File: src/rtl/jrms_pkg.sv
// Shared types and constants for the JPEG restart marker sync unit.
// Used by every module in rtl/; has no dependencies of its own.
package jrms_pkg;

   // Search sequencer phases
   typedef enum logic [3:0] {
      PH_IDLE  = 4'd0,
      PH_SEEK  = 4'd1,
      PH_GOTFF = 4'd2,
      PH_RSYNC = 4'd3,
      PH_RSFF  = 4'd4,
      PH_LEN1  = 4'd5,
      PH_LEN2  = 4'd6,
      PH_HGT1  = 4'd7,
      PH_HGT2  = 4'd8
   } phase_type;

   // Result event codes
   typedef enum logic [2:0] {
      EV_CONSUMED = 3'd0,
      EV_RESTART  = 3'd1,
      EV_SKIPPED  = 3'd2,
      EV_DNL      = 3'd3,
      EV_LEFT     = 3'd4,
      EV_EOF      = 3'd5,
      EV_BADSIZE  = 3'd6,
      EV_ZEROH    = 3'd7
   } event_type;

   // Item kinds
   localparam logic KIND_ARM  = 1'b0;
   localparam logic KIND_BYTE = 1'b1;

   // Marker byte codes
   localparam logic [7:0]  FILL_BYTE    = 8'hFF;
   localparam logic [7:0]  DNL_CODE     = 8'hDC;
   localparam logic [4:0]  RST_PREFIX   = 5'b11010;  // D0..D7
   localparam logic [1:0]  MRK_PREFIX   = 2'b11;     // C0..FF
   localparam logic [1:0]  MRK_EXCL_NIB = 2'b11;     // excludes F0..FF
   localparam logic [15:0] DNL_LENGTH   = 16'h0004;
   localparam logic [1:0]  PUSHBACK_TWO = 2'd2;

   typedef struct packed {
      phase_type   phase;
      logic [2:0]  index;
      logic        seg_ok;
      logic        height_seen;
      logic [7:0]  held;
   } state_type;

   typedef struct packed {
      event_type   event_res;
      logic        out_of_sync;
      logic [1:0]  pushback;
      logic [15:0] image_height;
      logic [2:0]  expected_index;
      logic        segment_valid;
      logic        search_done;
   } result_type;

endpackage

File: src/rtl/jpeg_restart_marker_sync_unit.sv
// Results: each result is registered in the output buffer, or in its skid entry while rsp_ is stalled.
// Throughput: one item per cycle; req_stall rises only while the skid entry
//   holds a result, which happens after rsp_stall blocks a pending result.
// Reset (synchronous, active high): search idle, expected index 0, segment
//   valid, no DNL seen, DNL scanning off, result and skid entries empty.
// Depends on jrms_pkg, jrms_step and jrms_out_buf.
module jpeg_restart_marker_sync_unit (
   input  logic        clock,
   input  logic        reset,
   // configuration
   input  logic        csr_wr_en,
   input  logic        csr_wr_data,
   // item input
   input  logic        req_valid,
   output logic        req_stall,
   input  logic        req_kind,
   input  logic [7:0]  req_stream_byte,
   input  logic        req_at_end,
   // result output
   output logic        rsp_valid,
   input  logic        rsp_stall,
   output logic [2:0]  rsp_event_res,
   output logic        rsp_out_of_sync,
   output logic [1:0]  rsp_pushback,
   output logic [15:0] rsp_image_height,
   output logic [2:0]  rsp_expected_index,
   output logic        rsp_segment_valid,
   output logic        rsp_search_done
);

   // Search state is updated at the transfer itself, so the next byte sees it
   // in the very next cycle; the result goes to the output buffer.
   jrms_pkg::state_type  state_ff, state_in;
   jrms_pkg::result_type step_res, rsp_res;
   logic                 scan_dnl_ff;
   logic                 req_xfer;

   assign req_xfer = req_valid && !req_stall;

   jrms_step u_step (
      .kind         (req_kind),
      .stream_byte  (req_stream_byte),
      .at_end       (req_at_end),
      .scan_for_dnl (scan_dnl_ff),
      .cur          (state_ff),
      .nxt          (state_in),
      .res          (step_res)
   );

   jrms_out_buf u_out_buf (
      .clock     (clock),
      .reset     (reset),
      .in_vld    (req_xfer),
      .in_res    (step_res),
      .in_stall  (req_stall),
      .out_vld   (rsp_valid),
      .out_stall (rsp_stall),
      .out_res   (rsp_res)
   );

   always_ff @(posedge clock) begin
      if (reset) begin
         state_ff.phase       <= jrms_pkg::PH_IDLE;
         state_ff.index       <= 3'd0;
         state_ff.seg_ok      <= 1'b1;
         state_ff.height_seen <= 1'b0;
         state_ff.held        <= 8'd0;
         scan_dnl_ff          <= 1'b0;
      end else begin
         if (req_xfer) begin
            state_ff <= state_in;
         end
         if (csr_wr_en) begin
            scan_dnl_ff <= csr_wr_data;
         end
      end
   end

   assign rsp_event_res      = rsp_res.event_res;
   assign rsp_out_of_sync    = rsp_res.out_of_sync;
   assign rsp_pushback       = rsp_res.pushback;
   assign rsp_image_height   = rsp_res.image_height;
   assign rsp_expected_index = rsp_res.expected_index;
   assign rsp_segment_valid  = rsp_res.segment_valid;
   assign rsp_search_done    = rsp_res.search_done;

`ifndef SYNTH
   // arm item always restarts the search
   a_arm_seek: assert property (@(posedge clock) disable iff (reset)
      req_xfer && (req_kind == jrms_pkg::KIND_ARM) |=> state_ff.phase == jrms_pkg::PH_SEEK)
      else $error("arm transfer did not start the marker search");

   // restart or skip advances the expected index by one
   a_idx_step: assert property (@(posedge clock) disable iff (reset)
      req_xfer && (step_res.event_res == jrms_pkg::EV_RESTART ||
                   step_res.event_res == jrms_pkg::EV_SKIPPED)
      |=> state_ff.index == 3'($past(state_ff.index) + 3'd1))
      else $error("expected index did not advance on restart or skip");

   // bytes while idle leave the state alone
   a_idle_hold: assert property (@(posedge clock) disable iff (reset)
      req_xfer && (req_kind == jrms_pkg::KIND_BYTE) &&
      (state_ff.phase == jrms_pkg::PH_IDLE)
      |=> $stable(state_ff))
      else $error("idle byte changed the search state");

   // result reports the post-step index and segment flag
   a_res_state: assert property (@(posedge clock) disable iff (reset)
      req_xfer |=> state_ff.index == $past(step_res.expected_index) &&
                   state_ff.seg_ok == $past(step_res.segment_valid))
      else $error("result index disagrees with stored index");
`endif

endmodule

File: src/rtl/jrms_step.sv
// Per-item combinational step: next search state and result for one item.
// Depends on jrms_pkg.
module jrms_step (
   input  logic               kind,
   input  logic [7:0]         stream_byte,
   input  logic               at_end,
   input  logic               scan_for_dnl,
   input  jrms_pkg::state_type cur,
   output jrms_pkg::state_type nxt,
   output jrms_pkg::result_type res
);

   logic       is_ff;
   logic       is_rst;
   logic       is_mrk;
   logic       is_dnl;
   logic [2:0] rst_dist;
   logic       rst_match;
   logic       rst_stale;
   logic       rs_restart;   // resync word takes the restart
   logic       rs_skip;      // resync word skips the segment
   logic [15:0] word16;
   jrms_pkg::phase_type nxt_phase;

   assign is_ff     = (stream_byte == jrms_pkg::FILL_BYTE);
   assign is_rst    = (stream_byte[7:3] == jrms_pkg::RST_PREFIX);
   assign is_mrk    = (stream_byte[7:6] == jrms_pkg::MRK_PREFIX) &&
                      (stream_byte[5:4] != jrms_pkg::MRK_EXCL_NIB);
   assign is_dnl    = (stream_byte == jrms_pkg::DNL_CODE) && scan_for_dnl;
   assign rst_dist  = stream_byte[2:0] - cur.index;
   assign rst_match = is_rst && (rst_dist == 3'd0);
   assign rst_stale = is_rst && rst_dist[2];
   assign rs_restart = rst_match;
   assign rs_skip    = (is_rst && !rst_match && !rst_stale) || (!is_rst && is_mrk);
   assign word16     = {cur.held, stream_byte};

   // Next phase
   always_comb begin
      nxt_phase = cur.phase;
      if (kind == jrms_pkg::KIND_ARM) begin
         nxt_phase = jrms_pkg::PH_SEEK;
      end else if (cur.phase == jrms_pkg::PH_IDLE) begin
         nxt_phase = jrms_pkg::PH_IDLE;
      end else if (at_end) begin
         nxt_phase = jrms_pkg::PH_IDLE;
      end else begin
         case (cur.phase)
            jrms_pkg::PH_SEEK: begin
               nxt_phase = is_ff ? jrms_pkg::PH_GOTFF : jrms_pkg::PH_RSYNC;
            end
            jrms_pkg::PH_GOTFF: begin
               if (is_ff) begin
                  nxt_phase = jrms_pkg::PH_GOTFF;
               end else if (is_dnl) begin
                  nxt_phase = cur.height_seen ? jrms_pkg::PH_IDLE : jrms_pkg::PH_LEN1;
               end else if (rs_restart || rs_skip) begin
                  nxt_phase = jrms_pkg::PH_IDLE;
               end else if (is_ff) begin
                  nxt_phase = jrms_pkg::PH_RSFF;
               end else begin
                  nxt_phase = jrms_pkg::PH_RSYNC;
               end
            end
            jrms_pkg::PH_RSYNC: begin
               nxt_phase = is_ff ? jrms_pkg::PH_RSFF : jrms_pkg::PH_RSYNC;
            end
            jrms_pkg::PH_RSFF: begin
               if (rs_restart || rs_skip) begin
                  nxt_phase = jrms_pkg::PH_IDLE;
               end else if (is_ff) begin
                  nxt_phase = jrms_pkg::PH_RSFF;
               end else begin
                  nxt_phase = jrms_pkg::PH_RSYNC;
               end
            end
            jrms_pkg::PH_LEN1: begin
               nxt_phase = jrms_pkg::PH_LEN2;
            end
            jrms_pkg::PH_LEN2: begin
               nxt_phase = (word16 == jrms_pkg::DNL_LENGTH) ? jrms_pkg::PH_HGT1
                                                           : jrms_pkg::PH_IDLE;
            end
            jrms_pkg::PH_HGT1: begin
               nxt_phase = jrms_pkg::PH_HGT2;
            end
            default: begin
               nxt_phase = jrms_pkg::PH_IDLE;
            end
         endcase
      end
   end

   // Result fields and the rest of the state
   always_comb begin
      nxt.phase       = nxt_phase;
      nxt.index       = cur.index;
      nxt.seg_ok      = cur.seg_ok;
      nxt.height_seen = cur.height_seen;
      nxt.held        = cur.held;
      res.event_res    = jrms_pkg::EV_CONSUMED;
      res.out_of_sync  = 1'b0;
      res.pushback     = 2'd0;
      res.image_height = 16'd0;
      res.search_done  = 1'b0;
      if (kind == jrms_pkg::KIND_ARM || cur.phase == jrms_pkg::PH_IDLE) begin
         // nothing changes
      end else if (at_end) begin
         res.event_res = (cur.phase == jrms_pkg::PH_LEN1 || cur.phase == jrms_pkg::PH_LEN2)
                         ? jrms_pkg::EV_BADSIZE : jrms_pkg::EV_EOF;
         res.out_of_sync = (cur.phase == jrms_pkg::PH_SEEK) ||
                           (cur.phase == jrms_pkg::PH_GOTFF);
         res.search_done = 1'b1;
      end else begin
         case (cur.phase)
            jrms_pkg::PH_SEEK: begin
               res.out_of_sync = !is_ff;
            end
            jrms_pkg::PH_GOTFF, jrms_pkg::PH_RSFF: begin
               if (cur.phase == jrms_pkg::PH_GOTFF && is_ff) begin
                  // more fill
               end else if (cur.phase == jrms_pkg::PH_GOTFF && is_dnl) begin
                  if (cur.height_seen) begin
                     res.event_res   = jrms_pkg::EV_LEFT;
                     res.pushback    = jrms_pkg::PUSHBACK_TWO;
                     res.search_done = 1'b1;
                  end
               end else begin
                  // unexpected word in the marker search raises the warning
                  res.out_of_sync = (cur.phase == jrms_pkg::PH_GOTFF) && !rst_match;
                  if (rs_restart) begin
                     res.event_res   = jrms_pkg::EV_RESTART;
                     nxt.index       = cur.index + 3'd1;
                     nxt.seg_ok      = 1'b1;
                     res.search_done = 1'b1;
                  end else if (rs_skip) begin
                     res.event_res   = jrms_pkg::EV_SKIPPED;
                     nxt.index       = cur.index + 3'd1;
                     nxt.seg_ok      = 1'b0;
                     res.pushback    = jrms_pkg::PUSHBACK_TWO;
                     res.search_done = 1'b1;
                  end
               end
            end
            jrms_pkg::PH_LEN1, jrms_pkg::PH_HGT1: begin
               nxt.held = stream_byte;
            end
            jrms_pkg::PH_LEN2: begin
               if (word16 != jrms_pkg::DNL_LENGTH) begin
                  res.event_res   = jrms_pkg::EV_BADSIZE;
                  res.search_done = 1'b1;
               end
            end
            jrms_pkg::PH_HGT2: begin
               if (word16 == 16'd0) begin
                  res.event_res = jrms_pkg::EV_ZEROH;
               end else begin
                  res.event_res    = jrms_pkg::EV_DNL;
                  res.image_height = word16;
                  nxt.height_seen  = 1'b1;
               end
               res.search_done = 1'b1;
            end
            default: begin
               // resync scan consumes bytes with a plain consumed result
            end
         endcase
      end
      res.expected_index = nxt.index;
      res.segment_valid  = nxt.seg_ok;
   end

endmodule

File: src/rtl/jrms_out_buf.sv
// Result register with one skid entry between the step logic and rsp_ channel.
// Depends on jrms_pkg.
module jrms_out_buf (
   input  logic                 clock,
   input  logic                 reset,
   input  logic                 in_vld,
   input  jrms_pkg::result_type in_res,
   output logic                 in_stall,
   output logic                 out_vld,
   input  logic                 out_stall,
   output jrms_pkg::result_type out_res
);

   logic                 out_vld_ff, out_vld_in;
   logic                 skid_vld_ff, skid_vld_in;
   jrms_pkg::result_type out_res_ff, out_res_in;
   jrms_pkg::result_type skid_res_ff, skid_res_in;

   assign in_stall = skid_vld_ff;
   assign out_vld  = out_vld_ff;
   assign out_res  = out_res_ff;

   always_comb begin
      out_vld_in  = out_vld_ff;
      out_res_in  = out_res_ff;
      skid_vld_in = skid_vld_ff;
      skid_res_in = skid_res_ff;
      if (!out_vld_ff || !out_stall) begin
         // output slot frees: skid entry is older, so it goes first
         out_vld_in  = skid_vld_ff || in_vld;
         out_res_in  = skid_vld_ff ? skid_res_ff : in_res;
         skid_vld_in = 1'b0;
      end else if (in_vld) begin
         skid_vld_in = 1'b1;
         skid_res_in = in_res;
      end
   end

   always_ff @(posedge clock) begin
      if (reset) begin
         out_vld_ff  <= 1'b0;
         skid_vld_ff <= 1'b0;
      end else begin
         out_vld_ff  <= out_vld_in;
         skid_vld_ff <= skid_vld_in;
      end
      out_res_ff  <= out_res_in;
      skid_res_ff <= skid_res_in;
   end

endmodule

File: config.mk
export PLATFORM = sky130hd
export DESIGN_NAME = jpeg_restart_marker_sync_unit
export DESIGN_NICKNAME = d
export VERILOG_FILES = /design/src/rtl/jrms_pkg.sv /design/src/rtl/jpeg_restart_marker_sync_unit.sv /design/src/rtl/jrms_step.sv /design/src/rtl/jrms_out_buf.sv
export SDC_FILE = /design/constraint.sdc
export NUM_CORES = 1
export LEC_CHECK = 0
export BUFFER_PORTS_ARGS = -buffer_cell sky130_fd_sc_hd__buf_2
export CAP_MARGIN = 40
export CELL_PAD_IN_SITES_DETAIL_PLACEMENT = 1
export CELL_PAD_IN_SITES_GLOBAL_PLACEMENT = 2
export CORE_UTILIZATION = 42
export CTS_BUF_LIST = sky130_fd_sc_hd__clkbuf_4
export DETAILED_ROUTE_END_ITERATION = 8
export GPL_ROUTABILITY_DRIVEN = 0
export PLACE_DENSITY_LB_ADDON = 0.1
export SKIP_CTS_REPAIR_TIMING = 1
export SYNTH_ARGS = -nofsm -noshare
export SYNTH_HDL_FRONTEND = slang
export SYNTH_SLANG_ARGS = --single-unit
File: constraint.sdc
create_clock -name clock -period 5.7 [get_ports clock]
set_input_delay 1.14 -clock clock [delete_from_list [all_inputs] [get_ports clock]]
set_output_delay 1.14 -clock clock [all_outputs]
set_load 0.05 [all_outputs]
### Word-level counts from Yosys, hierarchy flattened

Index checks and enable logic that the tools add are counted.

* add/subtract/negate cells: 2
* equal/unequal tests: 15
* mux-type cells: 53
* bitwise operators: 5
* reductions and logical operators: 34

Operator list (number)
* $mux W4: 12
* $mux W16: 2
* $pmux W4 S7: 1
* $mux W27: 1
* $mux W13: 2
* $mux W22: 1
* $mux W3: 7
* $mux W18: 1
* $mux W2: 9
* $eq A16 B3 Y1 const B: 1
* $eq A4 B3 Y1 const B: 4
* $eq A8 B8 Y1 const B: 2
* $logic_not A16 Y1: 1
* $ne A16 B3 Y1 const B: 1
* $mux W1: 12
* $logic_and A1 B1 Y1: 11
* $pmux W3 S3: 1
* $eq A4 B2 Y1 const B: 2
* $mux W8: 1
* $logic_not A1 Y1: 7
* $logic_or A1 B1 Y1: 7
* $mux W6: 1
* $reduce_or A2 Y1: 3
* $eq A5 B5 Y1 const B: 1
* other kinds (14): 18

* register bits after elaboration: 74
* bits of input ports: 16
* output and inout port bits: 29
* logic and storage cells: 131

### Longest topological paths before layout

Gate-level depths: netlist of the first run.

* word-level depth: 15
* gate-level depth with buffers: 8
* depth with buffers taken out: 7

### Hierarchy

A second synthesis of the first run with hierarchy kept.

* cells, all modules: 334
* area total of the unflattened synthesis: 4010.1 um^2

By module, submodules not included
* jrms_out_buf: instances 1, cells each 91, area an instance 2112.0 um^2, sequential area each 1661.6 um^2
* jrms_step: instances 1, cells each 164, area an instance 1061.0 um^2, sequential area each 0.0 um^2
* jpeg_restart_marker_sync_unit: instances 1, cells each 79, area an instance 837.1 um^2, sequential area each 360.3 um^2

### Worst setup path before layout of the first run

Ideal clock, no wire load.

* path kind: input -> register
* from: input rsp_stall
* to: register u_out_buf.skid_res_ff[0] (netlist bit) (enable)
* setup time: 0.409 ns
* data arrival time: 2.963 ns
* data required time: 5.291 ns
* setup slack: 2.328 ns
* stages on the path: 2
* path buffers: 0
* cells stage by stage: nand2_1 > nor2_1

* longest elaborated chain between the ends: 4

Ends and longest elaborated chain
* start: declaration: line jpeg_restart_marker_sync_unit.sv:21 `input logic rsp_stall,`
* $logic_not A1 Y1: line jrms_out_buf.sv:28 `if (!out_vld_ff || !out_stall) begin`
* $logic_or A1 B1 Y1: line jrms_out_buf.sv:28
* $not A1 Y1 (no line)
* $reduce_and A2 Y1 (no line)
* end signal: assignment: line jrms_out_buf.sv:48 `skid_res_ff <= skid_res_in;`
* end: declaration: line jrms_out_buf.sv:17 `jrms_pkg::result_type skid_res_ff, skid_res_in;`

Every way passes these cells.
A chain may end at the register's enable or synchronous reset.

### Final worst setup path of the first run

* from: input req_stream_byte[1]
* to: register u_out_buf.out_res_ff, in the netlist u_out_buf.out_res[22], data pin

* longest elaborated chain between the ends: 15
* elaborated cells on any way between the ends: 22
* those cells by class: add/sub: 1; eq/ne: 2; mux: 8; reduce/logical: 11

Ends and longest elaborated chain
* start: declaration: line jpeg_restart_marker_sync_unit.sv:17 `input logic [7:0] req_stream_byte,`
* $sub A3 B3 Y3: line jrms_step.sv:30 `assign rst_dist = stream_byte[2:0] - cur.index;`
* $logic_not A3 Y1: line jrms_step.sv:31 `assign rst_match = is_rst && (rst_dist == 3'd0);`
* $logic_and A1 B1 Y1: line jrms_step.sv:31
* $logic_not A1 Y1: line jrms_step.sv:34 `assign rs_skip = (is_rst && !rst_match && !rst_stale) || (!is_rst && is_mrk);`
* $logic_and A1 B1 Y1 (2 in a row): line jrms_step.sv:34
* $logic_or A1 B1 Y1: line jrms_step.sv:34
* $mux W2: line jrms_step.sv:135 `end else if (rs_skip) begin`
* $mux W2: line jrms_step.sv:130 `if (rs_restart) begin`
* $mux W2: line jrms_step.sv:121 `end else if (cur.phase == jrms_pkg::PH_GOTFF && is_dnl) begin`
* $mux W6 *: line jrms_step.sv:119 `if (cur.phase == jrms_pkg::PH_GOTFF && is_ff) begin`
* $mux W2 *: line jrms_step.sv:114 `case (cur.phase)`
* $mux W18 *: line jrms_step.sv:107 `end else if (at_end) begin`
* $mux W22 *: line jrms_step.sv:105 `if (kind == jrms_pkg::KIND_ARM || cur.phase == jrms_pkg::PH_IDLE) begin`
* $mux W27 *: line jrms_out_buf.sv:31 `out_res_in = skid_vld_ff ? skid_res_ff : in_res;`
* end signal: assignment: line jrms_out_buf.sv:47 `out_res_ff <= out_res_in;`
* end: declaration: line jrms_out_buf.sv:16 `jrms_pkg::result_type out_res_ff, out_res_in;`

Mark *: on every way between the ends. The rest lies on a longest branch, timed or not.

==> metrics.txt, run 1 <==
outcome finished clean; synth unique cells 51; measured slew at the worst slew-check pin 0.8002 ns; TritonCTS clock tree yes; Top Ports 45; Slew HR 0.4624; CTS Buf Count 9; Critical Path, Cell by Cell buf_2 -> ha_1 -> nor2b_1 -> o21ai_0 -> a31oi_1 -> buf_4 -> or4b_1 -> a31oi_1; compound-cell area share of the yosys netlist 0.1187; EDFF count, synth 52; critical path fanouts, max 15; largest net degree at the start of global routing 30; Final setup viols 0; DR WL/cell 19.09 um; gr busiest metal met2; leakage power total 1.585 nW; DRC viols 0; routing usage on met3 0.04065; multiplexer share of the synthesized area 0.07714; htree depth 3; register-to-register setup slack 3.13 ns; Worst-Skew Late Latency 0.44 ns; Synth Register Bits 72; cell mode on critical path a31oi_1; ant diodes 0; Rows 33; antenna violations before repair 0; skew final 0.02115 ns; die height 93.54 um; met2 Use GR 0.3456; simple logic cell fraction of the synthesized area 0.1991; final worst slack 2.805 ns; global-route wire length before repair 14570 um; DR pass1 iterations 4; vias in the first global route 2633; Final Max Slew Viols 0; hpwl dp 6502 um; maximum clock insertion buffer count 2; DRC marker count from the first detailed-route iteration 101; Die W 93.54 um; Placement Setup Slack 2.355 ns; largest family of logic cells by synthesized area simple AND/OR/NAND/NOR gates; fin crit share 0.5079; worst path arrival time 3.19 ns; Net Sw Frac 0.2891; switching power 0.3007 mW; Cell Pwr Density 262.4 mW/mm^2; warning count from the yosys run 0; area of the multi-input gates 0.001451 mm^2; FMAX 345.4 MHz; worst path required time 5.99 ns; Syn Area/Cell 10.83 um^2; Crit Path Class input port to flip-flop; Layout Nets 383; Fillers 939; Gate power share 0.109; RSZ-0062 raised after global routing no; CTS Sinks 72; Die Footprint 0.008750 mm^2; Max Cap Violations 0; predominant post-synthesis flop cell edfxtp_1; cell-internal power 0.7395 mW; Clock Power Share 0.333; fraction of layout cells with a size suffix above 1 0.2358; mapped cell area 0.003520 mm^2; via count 2674; syn_nets 344; CP max-delay cell or4b_1; most common cell after layout, fill and taps aside edfxtp_1; post-layout min period 2.895 ns; IR drop worst, VDD 0.0001066 V; DR vias/cell 5.641; Layout area overhead 12.62%; slowest cell delay on critical path 0.63 ns; CTS clock-pin slew for the worst setup and hold paths 0.14 ns; adder-cell share of the synthesized area 0.01066; crit end category flip-flop; most frequent cells in the layout edfxtp_1 (52), buf_2 (43), nor2_1 (34); setup TNS 0 ns; Mapped Cells 325; post-route ant nets 0; Seq/Total Area, Yosys 0.5574; register area 0.001962 mm^2; Fin. Hold Viols 0; Post-Synth XOR/XNOR Area 0.004977; CP Launch Type input port; global routing usage on met1 0.3186; grt ovf 0; clk root buf clkbuf_4; Starting Density 0.4305; Reg power frac 0.558; Overall Global Routing Usage 0.2259; worst hold path class flip-flop to flip-flop; final WL 9048 um; core area 0.008175 mm^2; port bufs 43; FFs w/ async S/R, synth 0
==> layout make-up <==
type / instances / area share
sequential: 72 / 0.4949
multi-input combinational: 226 / 0.3662
timing repair buffer: 46 / 0.05997
tap: 105 / 0.03314
clock inverter: 7 / 0.02020
clock buffer: 9 / 0.01705
inverter: 9 / 0.008523
==> worst max-delay path: cells and delay by family <==
kind | cells | cell delay [ns]
adders and majority gates | 1 | 0.31
AOI/OAI and AO/OA | 3 | 0.61
buffers and inverters | 2 | 0.36
and+or+nand+nor | 2 | 0.77
==> final timing paths <==
kind                                              end                from  depth (start not counted)
worst max register to register   u_out_buf.out_res[0]        state_ff[14]                          5
worst max-delay path            u_out_buf.out_res[22]  req_stream_byte[1]                          8
worst min register to register            scan_dnl_ff         scan_dnl_ff                          2
worst min-delay path                      scan_dnl_ff         scan_dnl_ff                          2
==> power groups by stage <==
stage	Combinational [mW]	Clock [mW]	Sequential [mW]
floorplan	0.0393	0	0.632
global placement	0.112	0	0.592
detailed placement	0.113	0	0.592
CTS	0.114	0.356	0.581
global route	0.121	0.373	0.582
finish	0.113	0.347	0.580
==> registers in the layout, summed over array words and instances, names as in the netlist <==
name	count
scan_dnl_ff	1
state_ff	17
u_out_buf.in_stall	1
u_out_buf.out_res	26
u_out_buf.out_vld	1
u_out_buf.skid_res_ff	26
==> stage by stage <==
stage	total power, mW	hold slack, ns	std cells	area [um^2]	util
detailed placement	0.7057	0.4878	458	3816	0.4668
global placement	0.7035	0.4794	458	3816	0.4668
CTS	1.050	0.5205	474	3964	0.4848
global route	1.075	0.5358	474	3964	0.4848
floorplan	0.6715	0.4519	325	3520	-
finish	1.040	0.5074	474	3964	0.4848
==> synth_stat cells (all sizes together) (2+ instances only) <==
cell type | instances | area [um^2]
a211oi | 3 | 22.52
a21oi | 17 | 88.84
a221oi | 2 | 17.52
a31o | 2 | 17.52
a31oi | 8 | 50.05
and2 | 17 | 106.4
and2b | 2 | 15.01
and3 | 2 | 12.51
buf | 4 | 22.52
clkbuf | 14 | 52.55
dfxtp | 20 | 400.4
edfxtp | 52 | 1562
ha | 3 | 37.54
inv | 9 | 33.78
mux2 | 17 | 191.4
mux2i | 8 | 80.08
nand2 | 24 | 90.09
nand2b | 4 | 25.02
nand3 | 6 | 30.03
nand4 | 5 | 31.28
nor2 | 35 | 131.4
nor2b | 8 | 50.05
nor3 | 7 | 35.03
nor4 | 7 | 43.79
nor4b | 3 | 26.28
o21ai | 12 | 60.05
o31ai | 9 | 67.56
or3 | 2 | 12.51
or4 | 4 | 30.03
or4b | 3 | 37.54
xor2 | 2 | 17.52
==> routing by layer <==
| metal | wire length (um) | vias to the layer above |
|---|---|---|
| li1 | - | 1296 |
| met1 | 4563 | 1308 |
| met2 | 4022 | 54 |
| met3 | 288 | 16 |
| met4 | 174 | 0 |
| met5 | 0 | - |
==> cell families (layout without fill, tap and decap cells) <==
kind of cell	after synthesis	count (layout)
buffers and inverters	27	71
XOR/XNOR	2	2
AO/OA/AOI/OAI	63	63
multiplexers	25	25
other	1	1
AND/OR/NAND/NOR	132	132
flip-flops	72	72
adder cells (fa/ha/maj)	3	3
Power figures use the tool's default switching activity.
==> inputs of run 2 (changes only) <==
--- a/config.mk
+++ b/config.mk
@@ -9,7 +9,7 @@
 export CAP_MARGIN = 40
 export CELL_PAD_IN_SITES_DETAIL_PLACEMENT = 1
 export CELL_PAD_IN_SITES_GLOBAL_PLACEMENT = 2
-export CORE_UTILIZATION = 42
+export CORE_UTILIZATION = 39
 export CTS_BUF_LIST = sky130_fd_sc_hd__clkbuf_4
 export DETAILED_ROUTE_END_ITERATION = 8
 export GPL_ROUTABILITY_DRIVEN = 0
==> constraint.sdc (replaced) <==
create_clock -name clock -period 2.8 [get_ports clock]
set_input_delay 0.56 -clock clock [delete_from_list [all_inputs] [get_ports clock]]
set_output_delay 0.56 -clock clock [all_outputs]
set_load 0.05 [all_outputs]
==> run 2 against run 1 <==
Sequential share of layout area down 1.3 points. Critical endpoint is now u_out_buf.out_res[25]. Sequential cell count unchanged. Worst setup slack worse by 2.6 ns. Critical path type is now flip-flop to flip-flop. Largest power group unchanged.
==> metrics.txt, run 2 (synthesis results as in run 1) <==
IR drop worst, VDD 0.0002650 V; measured slew at the worst slew-check pin 0.5772 ns; die height 97 um; setup TNS 0 ns; worst path arrival time 2.81 ns; DR WL/cell 19.52 um; DR pass1 iterations 4; Critical Path, Cell by Cell inv_1 -> ha_1 -> nor2b_1 -> o21ai_0 -> a31oi_1 -> buf_4 -> or4b_1 -> a31oi_1; Fin. Hold Viols 0; Starting Density 0.4036; Slew HR 0.6098; CTS clock-pin slew for the worst setup and hold paths 0.15 ns; Top Ports 45; RSZ-0062 raised after global routing no; cell-internal power 1.599 mW; Final Max Slew Viols 0; port bufs 43; Die W 97 um; final instance area 0.004068 mm^2; crit end category flip-flop; DRC marker count from the first detailed-route iteration 113; Final setup viols 0; worst r2r src state_ff[11]; fin util 0.4664; worst path required time 3.06 ns; final hold slack 0.3771 ns; Rows 34; critical path fanouts, max 15; via count 2723; fraction of layout cells with a size suffix above 1 0.2540; vias in the first global route 2802; switching power 0.6108 mW; TritonCTS clock tree yes; Final Power 2.209 mW; hpwl dp 7071 um; Layout Nets 392; register area 0.001962 mm^2; CTS Sinks 72; Worst-Skew Late Latency 0.43 ns; global-route wire length before repair 15240 um; most frequent cells in the layout edfxtp_1 (52), buf_2 (43), nor2_1 (34); CTS Buf Count 9; area of the multi-input gates 0.001451 mm^2; post-route ant nets 0; largest net degree at the start of global routing 29; DRC viols 0; cell mode on critical path a31oi_1; Clock Power Share 0.358; outcome finished clean; final WL 9487 um; htree depth 3; Reg power frac 0.535; fin crit share 0.9119; Fillers 981; most common cell after layout, fill and taps aside edfxtp_1; Placement Setup Slack 0.06965 ns; fin cells 486; Cell Pwr Density 543.2 mW/mm^2; skew final 0.01978 ns; ant diodes 0; Crit Path Class flip-flop to flip-flop; grt ovf 0; maximum clock insertion buffer count 2; dpl cell area 0.003900 mm^2; slowest cell delay on critical path 0.62 ns; Layout area overhead 15.57%; Overall Global Routing Usage 0.2095; Gate power share 0.107; leakage power total 1.647 nW; worst hold path class input port to flip-flop; Max Cap Violations 0; Hold Crit Start csr_wr_data; clk root buf clkbuf_4; antenna violations before repair 0; Net Sw Frac 0.2765; CP Launch Type flip-flop; FMAX 391.6 MHz; final worst slack 0.2466 ns; Die Footprint 0.009409 mm^2; post-layout min period 2.553 ns; dpl cells 470; CP max-delay cell or4b_1; CP Launch Point state_ff[11]; core area 0.008721 mm^2; DR vias/cell 5.603
==> run 2: power by group through the flow <==
| stage | Combinational [mW] | Sequential (mW) | Clock (mW) |
|---|---|---|---|
| final | 0.236 | 1.18 | 0.792 |
| after CTS | 0.237 | 1.18 | 0.814 |
| after floorplan | 0.0803 | 1.29 | 0 |
| after global placement | 0.234 | 1.20 | 0 |
| after detailed placement | 0.237 | 1.21 | 0 |
| after global routing | 0.251 | 1.19 | 0.855 |
==> run 2: routing by layer <==
layer  vias to the layer above  routed length (um)  global-route usage
li1                       1307                   -                   -
met1                      1343                4633              0.2939
met2                        64                4378              0.3326
met3                         9                 387             0.03035
met4                         0                  89             0.07003
met5                         -                   0                   0
==> run 2: cell type report <==
type	count	share of cell area
Sequential cell	72	0.4823
Multi-Input combinational cell	226	0.3568
Timing Repair Buffer	55	0.07813
Tap cell	108	0.03322
Clock inverter	7	0.02461
Clock buffer	9	0.01661
Inverter	9	0.008305
==> run 2: worst paths after layout <==
path | endpoint | slack [ns] | cells past startpoint
min | scan_dnl_ff | 0.38 | 3
min reg2reg | scan_dnl_ff | 0.50 | 2
max | u_out_buf.out_res[25] | 0.25 | 8
max reg2reg | u_out_buf.out_res[25] | 0.25 | 8
==> run 2: critical path: cells and delay by family, from the launching register on <==
kind / cells / cell delay (ns)
and+or+nand+nor: 2 / 0.76
AOI/OAI and AO/OA: 3 / 0.63
DFF: 1 / 0.43
buffers and inverters: 2 / 0.28
adders and majority gates: 1 / 0.28
==> inputs of run 3 (changes only) <==
--- a/config.mk
+++ b/config.mk
@@ -9,6 +9,7 @@
 export CAP_MARGIN = 40
 export CELL_PAD_IN_SITES_DETAIL_PLACEMENT = 1
 export CELL_PAD_IN_SITES_GLOBAL_PLACEMENT = 2
+export CORE_ASPECT_RATIO = 1.25
 export CORE_UTILIZATION = 39
 export CTS_BUF_LIST = sky130_fd_sc_hd__clkbuf_4
 export DETAILED_ROUTE_END_ITERATION = 8
==> run 3 against run 2 <==
First-iteration DRC count unchanged. Combinational power down 2%. Die area about the same. Clock skew down 0.00073 ns. Core utilization down 0.35 points. Highest routed layer unchanged. Critical endpoint is now u_out_buf.out_res[4]. Clock power down 10%. Power down 4.0%. Register-to-register slack better by 0.04 ns. Sequential cell count unchanged. Largest power group unchanged. Via count down 1.1%.
==> metrics.txt, run 3 (synthesis results as in run 1) <==
CTS Sinks 72; htree depth 3; Worst-Skew Late Latency 0.44 ns; final instance area 0.004028 mm^2; worst path arrival time 2.81 ns; Net Sw Frac 0.2897; CTS clock-pin slew for the worst setup and hold paths 0.14 ns; dpl cells 479; DRC marker count from the first detailed-route iteration 113; Die Footprint 0.009411 mm^2; DR vias/cell 5.438; DR pass1 iterations 4; fin util 0.4629; worst path required time 3.10 ns; TritonCTS clock tree yes; post-layout min period 2.513 ns; delay-heaviest family, CP simple AND/OR/NAND/NOR gates; maximum clock insertion buffer count 2; Reg power frac 0.557; leakage power total 1.615 nW; die height 108.2 um; slowest cell delay on critical path 0.68 ns; Top Ports 45; Slew HR 0.6196; crit end category flip-flop; vias in the first global route 2723; fin crit share 0.8977; Placement Setup Slack 0.06720 ns; DRC viols 0; skew final 0.01905 ns; outcome finished clean; Gate power share 0.109; Layout area overhead 14.43%; FMAX 397.9 MHz; fraction of layout cells with a size suffix above 1 0.2480; hpwl dp 6775 um; Max Cap Violations 0; Cell Pwr Density 526.8 mW/mm^2; RSZ-0062 raised after global routing no; Overall Global Routing Usage 0.2129; post-route ant nets 0; Final setup viols 0; cell mode on critical path or4_1; fin cells 495; grt ovf 0; final hold slack 0.3647 ns; switching power 0.6147 mW; global-route wire length before repair 14650 um; core area 0.008701 mm^2; clk root buf clkbuf_4; Clock Power Share 0.334; Fin. Hold Viols 0; antenna violations before repair 0; ant diodes 0; critical path fanouts, max 16; final WL 9131 um; worst hold path class input port to flip-flop; CP Launch Type flip-flop; Worst Path Buf+Inv 0; Layout Nets 389; CP max-delay cell or4_1; Die W 86.97 um; Critical Path, Cell by Cell and2b_1 -> nor2_1 -> or4_1 -> or4_1 -> a31oi_1; measured slew at the worst slew-check pin 0.5627 ns; largest net degree at the start of global routing 29; cell-internal power 1.507 mW; setup TNS 0 ns; Rows 38; Final Max Slew Viols 0; port bufs 43; most common cell after layout, fill and taps aside edfxtp_1; dpl cell area 0.003880 mm^2; DR WL/cell 18.45 um; Starting Density 0.4045; Final Power 2.122 mW; most frequent cells in the layout edfxtp_1 (52), buf_2 (43), nor2_1 (34); Crit Path Class flip-flop to flip-flop; IR drop worst, VDD 0.0001848 V; final worst slack 0.2865 ns; via count 2692; CTS Buf Count 9
==> run 3: cell types whose count changed in the layout (fill, tap and decap cells not counted) <==
cell	previous run	this run
clkinvlp_4	0	1
bufinv_16	2	1
inv_6	3	1
inv_8	0	1
buf_12	1	0
clkinv_4	1	2
buf_4	11	9
==> run 3: layout make-up <==
type                    count  area (um^2)
well taps                 120        150.1
flip-flops and latches     72         1962
repair buffers             52        282.8
multi-input cells         226         1451
clock inverters             7        80.08
clock buffers               9        67.56
fillers                  1008         4673
inverters                   9        33.78
==> run 3: path summary, 6_finish.rpt <==
kind / start / slack, ns / cells past startpoint / end
setup / recovery: state_ff[14] / 0.29 / 5 / u_out_buf.out_res[4]
hold / removal: csr_wr_data / 0.36 / 3 / scan_dnl_ff
setup reg to reg: state_ff[14] / 0.29 / 5 / u_out_buf.out_res[4]
hold reg to reg: scan_dnl_ff / 0.52 / 2 / scan_dnl_ff
==> run 3: metal layers <==
metal,GRT usage,vias to the layer above,part of all wire
met5,0,-,0
met1,0.2659,1335,0.44
li1,-,1302,-
met2,0.3600,42,0.51
met4,0.08929,0,0.022
met3,0.03817,13,0.024
==> run 3: power by group through the flow <==
| stage | Clock, mW | Combinational (mW) | Sequential (mW) |
|---|---|---|---|
| detailed placement | 0 | 0.233 | 1.21 |
| global route | 0.761 | 0.247 | 1.19 |
| floorplan | 0 | 0.0803 | 1.29 |
| CTS | 0.724 | 0.234 | 1.18 |
| global placement | 0 | 0.231 | 1.21 |
| finish | 0.709 | 0.231 | 1.18 |
==> run 3: tightest hold or removal path, cell delays in order <==
cell,delay [ns]
buf_2,0.08
mux2i_1,0.06
nor2_1,0.07
